==> src/rtl/core/sotf_pkg.sv <==
// ----------------------------------------------------------------------------
// sotf_pkg
// shared types and constants for the swap-to-front table
// ----------------------------------------------------------------------------
package sotf_pkg;

  localparam int unsigned ValueW = 32;  // width of a table entry
  localparam int unsigned PosW   = 8;   // width of the reported position
  localparam int unsigned CountW = 9;   // width of the reported entry count

  typedef enum logic {
    OP_APPEND = 1'b0,
    OP_LOOKUP = 1'b1
  } op_e;

  // request token travelling down the row of cells
  typedef struct packed {
    logic              valid;
    op_e               op;
    logic              hit;   // an earlier cell already matched
    logic [ValueW-1:0] key;   // value appended or searched for
    logic [ValueW-1:0] head;  // slot 0 contents at the start of the pass
  } tok_t;

endpackage

==> src/rtl/core/sotf_cell.sv <==
// ----------------------------------------------------------------------------
// sotf_cell
// one table slot: holds an entry and forwards the request token
// ----------------------------------------------------------------------------
module sotf_cell
  import sotf_pkg::*;
#(
  parameter int unsigned IDX_W    = 8,
  parameter int unsigned CNT_W    = 9,
  parameter int unsigned CELL_IDX = 0
) (
  input  logic              clk_i,
  input  logic              rst_ni,
  input  logic              en_i,
  input  logic [CNT_W-1:0]  fill_i,
  input  tok_t              tok_i,
  input  logic [IDX_W-1:0]  pos_i,
  input  logic              wr_i,
  input  logic [ValueW-1:0] wr_data_i,
  output tok_t              tok_o,
  output logic [IDX_W-1:0]  pos_o,
  output logic [ValueW-1:0] entry_o
);

  logic [ValueW-1:0] entry_q, entry_d;
  tok_t              tok_q, tok_d;
  logic [IDX_W-1:0]  pos_q, pos_d;
  logic              occupied;
  logic              match;
  logic              app;

  assign occupied = CNT_W'(CELL_IDX) < fill_i;
  assign match    = tok_i.valid && (tok_i.op == OP_LOOKUP) && !tok_i.hit &&
                    occupied && (entry_q == tok_i.key);
  assign app      = tok_i.valid && (tok_i.op == OP_APPEND) &&
                    (fill_i == CNT_W'(CELL_IDX));

  always_comb begin
    entry_d = entry_q;
    if (wr_i) begin
      entry_d = wr_data_i;
    end else if (app) begin
      entry_d = tok_i.key;
    end else if (match) begin
      // swap partner: old head moves into this slot
      entry_d = tok_i.head;
    end
    tok_d     = tok_i;
    tok_d.hit = tok_i.hit | match;
    pos_d     = match ? IDX_W'(CELL_IDX) : pos_i;
  end

  always_ff @(posedge clk_i) begin
    if (en_i) begin
      entry_q <= entry_d;
      pos_q   <= pos_d;
      tok_q   <= tok_d;
    end
  end

  // only the valid flag needs a defined reset value, kept apart for clarity
  logic vld_q;
  always_ff @(posedge clk_i or negedge rst_ni) begin
    if (!rst_ni) begin
      vld_q <= 1'b0;
    end else if (en_i) begin
      vld_q <= tok_d.valid;
    end
  end

  always_comb begin
    tok_o       = tok_q;
    tok_o.valid = vld_q;
  end

  assign pos_o   = pos_q;
  assign entry_o = entry_q;

endmodule

==> config.mk <==
export PLATFORM = sky130hd
export DESIGN_NAME = sotf_cell
export DESIGN_NICKNAME = d
export VERILOG_FILES = /design/src/rtl/core/sotf_pkg.sv /design/src/rtl/core/sotf_cell.sv
export SDC_FILE = /design/constraint.sdc
export NUM_CORES = 1
export LEC_CHECK = 0
export BUFFER_PORTS_ARGS = -buffer_cell sky130_fd_sc_hd__buf_2
export CORE_ASPECT_RATIO = 1.1
export CORE_MARGIN = 2
export CORE_UTILIZATION = 45
export CTS_BUF_LIST = sky130_fd_sc_hd__clkbuf_4
export DETAILED_ROUTE_END_ITERATION = 7
export PLACE_DENSITY = 0.89
export SLEW_MARGIN = 30
export SYNTH_ARGS = -nofsm -noshare
export SYNTH_HDL_FRONTEND = slang
export SYNTH_SLANG_ARGS = --single-unit
==> constraint.sdc <==
create_clock -name clk_i -period 11.35 [get_ports clk_i]
set_input_delay 1.135 -clock clk_i [delete_from_list [all_inputs] [get_ports clk_i]]
set_output_delay 1.135 -clock clk_i [all_outputs]
set_load 0.05 [all_outputs]
[Word-level counts from Yosys, hierarchy flattened]
Index checks and enable logic that the tools add are counted.
Word-level totals
  flip-flop bits (word level): 107
  input bits: 120
  output and inout bits: 107
  word-level logic and storage cells: 24
Cells by class
  order comparisons: 1
  equality and inequality tests: 1
  muxes and demuxes: 3
  bitwise gates (word level): 2
  reduce and logical (&&, ||, !) cells: 10
Operators with widths (count)
  $mux 32: 3
  $eq 32x32->1: 1
  $logic_not 9->1: 1
  $lt 1x9->1 const A: 1
  $logic_and 1x1->1: 6
  $reduce_bool 3->1: 1
  $reduce_and 2->1: 1
  $logic_not 1->1: 1
  $not 1->1: 1
  $or 1x1->1: 1

[Longest topological paths before layout]
  depth in word-level cells: 7
  depth in mapped cells: 5
  gate-level depth less buffers: 4

[Least setup slack after synthesis]
No wires, ideal clock.
  kind: input -> register
  start: input port tok_i[41] (netlist bit)
  end: register entry_q[0] (netlist: entry_o[0]), enable pin
  setup time: 0.472 ns
  arrival time: 4.254 ns
  data required time: 10.878 ns
  path slack: 6.624 ns
  stages: 4
  buffers on the path: 0
  cell sequence: xor2_1 > nor4_1 > nand4_1 > o32ai_1
Between the ends
  cells in the longest elaborated chain, start to end: 4
Ends and longest elaborated chain
  start: declaration: RTL line sotf_cell.sv:16  | input tok_t tok_i,
  $eq 32x32->1: RTL line sotf_cell.sv:34  | occupied && (entry_q == tok_i.key);
  $logic_and 1x1->1: RTL line sotf_cell.sv:34
  $reduce_bool 3->1 (no source line)
  $reduce_and 2->1 (no source line)
  end signal: assignment: RTL line sotf_cell.sv:55  | entry_q <= entry_d;
  end: declaration: RTL line sotf_cell.sv:25  | logic [ValueW-1:0] entry_q, entry_d;
Every way passes these cells.
A chain may end at the register's enable or synchronous reset.

[Worst setup path after layout]
  start: input port tok_i[48] (netlist bit)
  end: register entry_q[29] (netlist: entry_o[29]), enable pin
Same word-level chain as after synthesis.

==> qor.csv <==
stage,metric,value,unit
power_and_ir_drop,power_frac_seq,53.0,%
timing,rsz0062_at_grt,no,
run,maxCapViolations,0,
routing,drtPass1Iterations,4,
clock_tree,post_cts_resize_count,0,
critical_path,critPathLaunchType,input pin,
min_path,hp-class,input pin to async pin,
routing,drt-initial-drc-count,187,
floorplanning,initial_core_util,46.1,%
finish,drive_above_1_share,46.8,%
clock_tree,clk_root_buffer_cell,clkbuf_4,
grt,track_usage,22.4,%
synthesis,synth_edf_count,106,
synthesis,synth_warnings,0,
finish,nets,647,
power_and_ir_drop,p_per_area,153,nW/um^2
critical_path,crit_path_max_fanout,12,
grt,antenna_found_initial,1,
critical_path,path_cells,buf_2 -> xor2_1 -> nor4_1 -> nand4_1 -> o32ai_4 -> buf_4,
routing,via_per_inst,5.28,
timing,slew_headroom,44.3,%
power_and_ir_drop,ir_drop,0.0798,mV
critical_path,arrival,2810,ps
synthesis,synth_cell_type_count,29,
routing,via_count,3445,
grt,grt-ovfl-total,0,
synthesis,synth.area.top_cells,"edfxtp_1, mux2i_1, xor2_1, o21ai_1, nand2_1",
synthesis,syn_area_per_cell,15.1,sq um
status,status,"finished, final reports clean",
floorplanning,placeableCoreArea,9790,sq um
timing,post-route-period-util,23.4,%
timing,tightest_slew,833,ps
routing,routed_wl,12400,um
critical_path,cpPeakStageDelay,500,ps
floorplanning,fp.dieH,109,um
placed_design,dp.final_hpwl,9600,um
timing,min_period,2660,ps
clock_tree,h-tree-depth,3,
clock_tree,clock_sinks,107,
clock_tree,postCtsSetupBuffers,0,
power_and_ir_drop,finalPower,907,uW
power_and_ir_drop,p_clk_share,23.4,%
critical_path,slowest_stage,o32ai_4,
synthesis,ys_seq_elements,107,
synthesis,post-synth-top-count-cell,edfxtp_1,
critical_path,cp.required,11510,ps
clock_tree,cts_tree,built,
floorplanning,die_area,10800,sq um
finish,syn_to_final_growth,31.4,%
synthesis,synth_seq_area_share,71.1,%
placed_design,port_buffers,226,
synthesis,yosysTopAreaCell,edfxtp_1,
synthesis,netlist_area,4510,sq um
critical_path,setup.worst_path.class,input pin to flop,
power_and_ir_drop,power.leakage,2.71,nW
power_and_ir_drop,p_sw_share,32.8,%
critical_path,cp-end-kind,flop,
timing,max_freq,376,MHz
grt,grt_pass1_vias,3574,
clock_tree,cts_made_buffers,9,
clock_tree,cts_buffer_depth,2,
placed_design,pre_cts_ws,8200,ps
timing,setup_viol_count_final,0,
clock_tree,clk_pin_slew,160,ps
clock_tree,clkLatencyLatePin,440,ps
routing,ant_nets,0,
synthesis,netlist.area_leader.share,70.5,%
synthesis,synthArstFlopShare,0.935,%
routing,drc_errors,0,
timing,tns,0,ps
timing,hold_slack,436,ps
floorplanning,io_pins,227,
routing,wire_per_inst,19.1,um
clock_tree,cts_hold_buf,0,
floorplanning,die_w,99.5,um
finish,antennaDiodeCount,0,
synthesis,synth_common_cells,"edfxtp_1, nand2_1, mux2i_1, xor2_1, o21ai_1",
power_and_ir_drop,combPwrFrac,23.6,%
power_and_ir_drop,p_sw,298,uW
grt,grt_pass1_wl,18300,um
timing,timing.final.ws_setup,8690,ps
timing,finalClockSkew,17.3,ps
grt,grt_max_degree,75,
power_and_ir_drop,p_int,610,uW
synthesis,syn_inst,299,
timing,drv_slew,0,
timing,finalHoldViolations,0,
synthesis,ys.flop_type,edfxtp_1,
floorplanning,row_count,38,
synthesis,syn_nets,419,
placed_design,gp_congestion,0.799,
==> cell type report <==
type / count / area [sq um]
Timing Repair Buffer: 230 / 1170
Tap cell: 120 / 150
Multi-Input combinational cell: 170 / 1210
Sequential cell: 107 / 3210
Inverter: 9 / 33.8
Clock buffer: 10 / 75.1
Fill cell: 796 / 3860
Clock inverter: 6 / 80.1
==> metal layers <==
layer / up-vias / routed length (um) / track usage [%]
met3: 14 / 950 / 6.28
met5: - / 16 / 0
met4: 2 / 129 / 6.85
met2: 165 / 6640 / 40.4
li1: 1586 / - / -
met1: 1678 / 4690 / 26.1
==> per-stage QoR <==
step,instance area (sq um),cells,utilization (%)
global route,5930,652,60.6
global placement,5760,635,58.8
finish,5930,652,60.6
detailed placement,5770,636,58.9
CTS,5930,652,60.5
floorplan,4510,299,-
==> worst paths after layout <==
kind	from	to	slack [ps]	cells after the start
max	tok_i[48]	entry_o[29]	8690	6
min	rst_ni	vld_q	440	1
max reg2reg	entry_o[16]	entry_o[29]	9070	5
min reg2reg	vld_q	vld_q	540	1
max in group asynchronous	rst_ni	vld_q	10830	1
min in group clk_i	vld_q	vld_q	540	1
==> power groups by stage <==
stage                     Clock (mW)  Sequential [mW]  Combinational (mW)
after global routing           0.231            0.484               0.225
after detailed placement           0            0.490               0.215
after global placement             0            0.488               0.212
after CTS                      0.215            0.481               0.216
final                          0.212            0.481               0.214
after floorplan                    0            0.595              0.0333
==> cell usage in the layout (no fill, tap or decap), drive strengths merged <==
cell type / synthesis / routed
nor3: 4 / 4
buf: 5 / 230
inv: 9 / 9
dfrtp: 1 / 1
clkinvlp: 0 / 1
and4: 2 / 2
nand4b: 1 / 1
nand3: 1 / 1
a31o: 1 / 1
nor2: 1 / 1
nand4: 2 / 2
nor2b: 1 / 1
nand2: 33 / 33
nor4: 16 / 16
clkbuf: 8 / 10
clkinv: 0 / 3
mux2: 1 / 1
a21oi: 1 / 1
xor2: 32 / 32
bufinv: 0 / 2
a31oi: 8 / 8
edfxtp: 106 / 106
and3: 1 / 1
o32ai: 1 / 1
mux2i: 32 / 32
o21ai: 32 / 32
==> logic make-up after synthesis <==
logic type | Yosys count | share of synthesized area [%]
xor gates and xnor gates | 32 | 6.21
muxes | 33 | 7.35
buffers and inverters | 22 | 2.47
and+or+nand+nor | 62 | 7.74
DFF | 107 | 71.1
AOI/OAI and AO/OA | 43 | 5.16
==> registers in the layout, summed over array words and instances (netlist names) <==
| name | cells |
|---|---|
| entry_o | 32 |
| pos_o | 8 |
| vld_q | 1 |
| tok_o | 66 |
==> critical path: cells and delay by family <==
family,cells,cell delay [ps]
xor+xnor,1,190
compound gates,1,500
simple gates,2,560
buf+inv,2,430
Power figures use the tool's default switching activity.
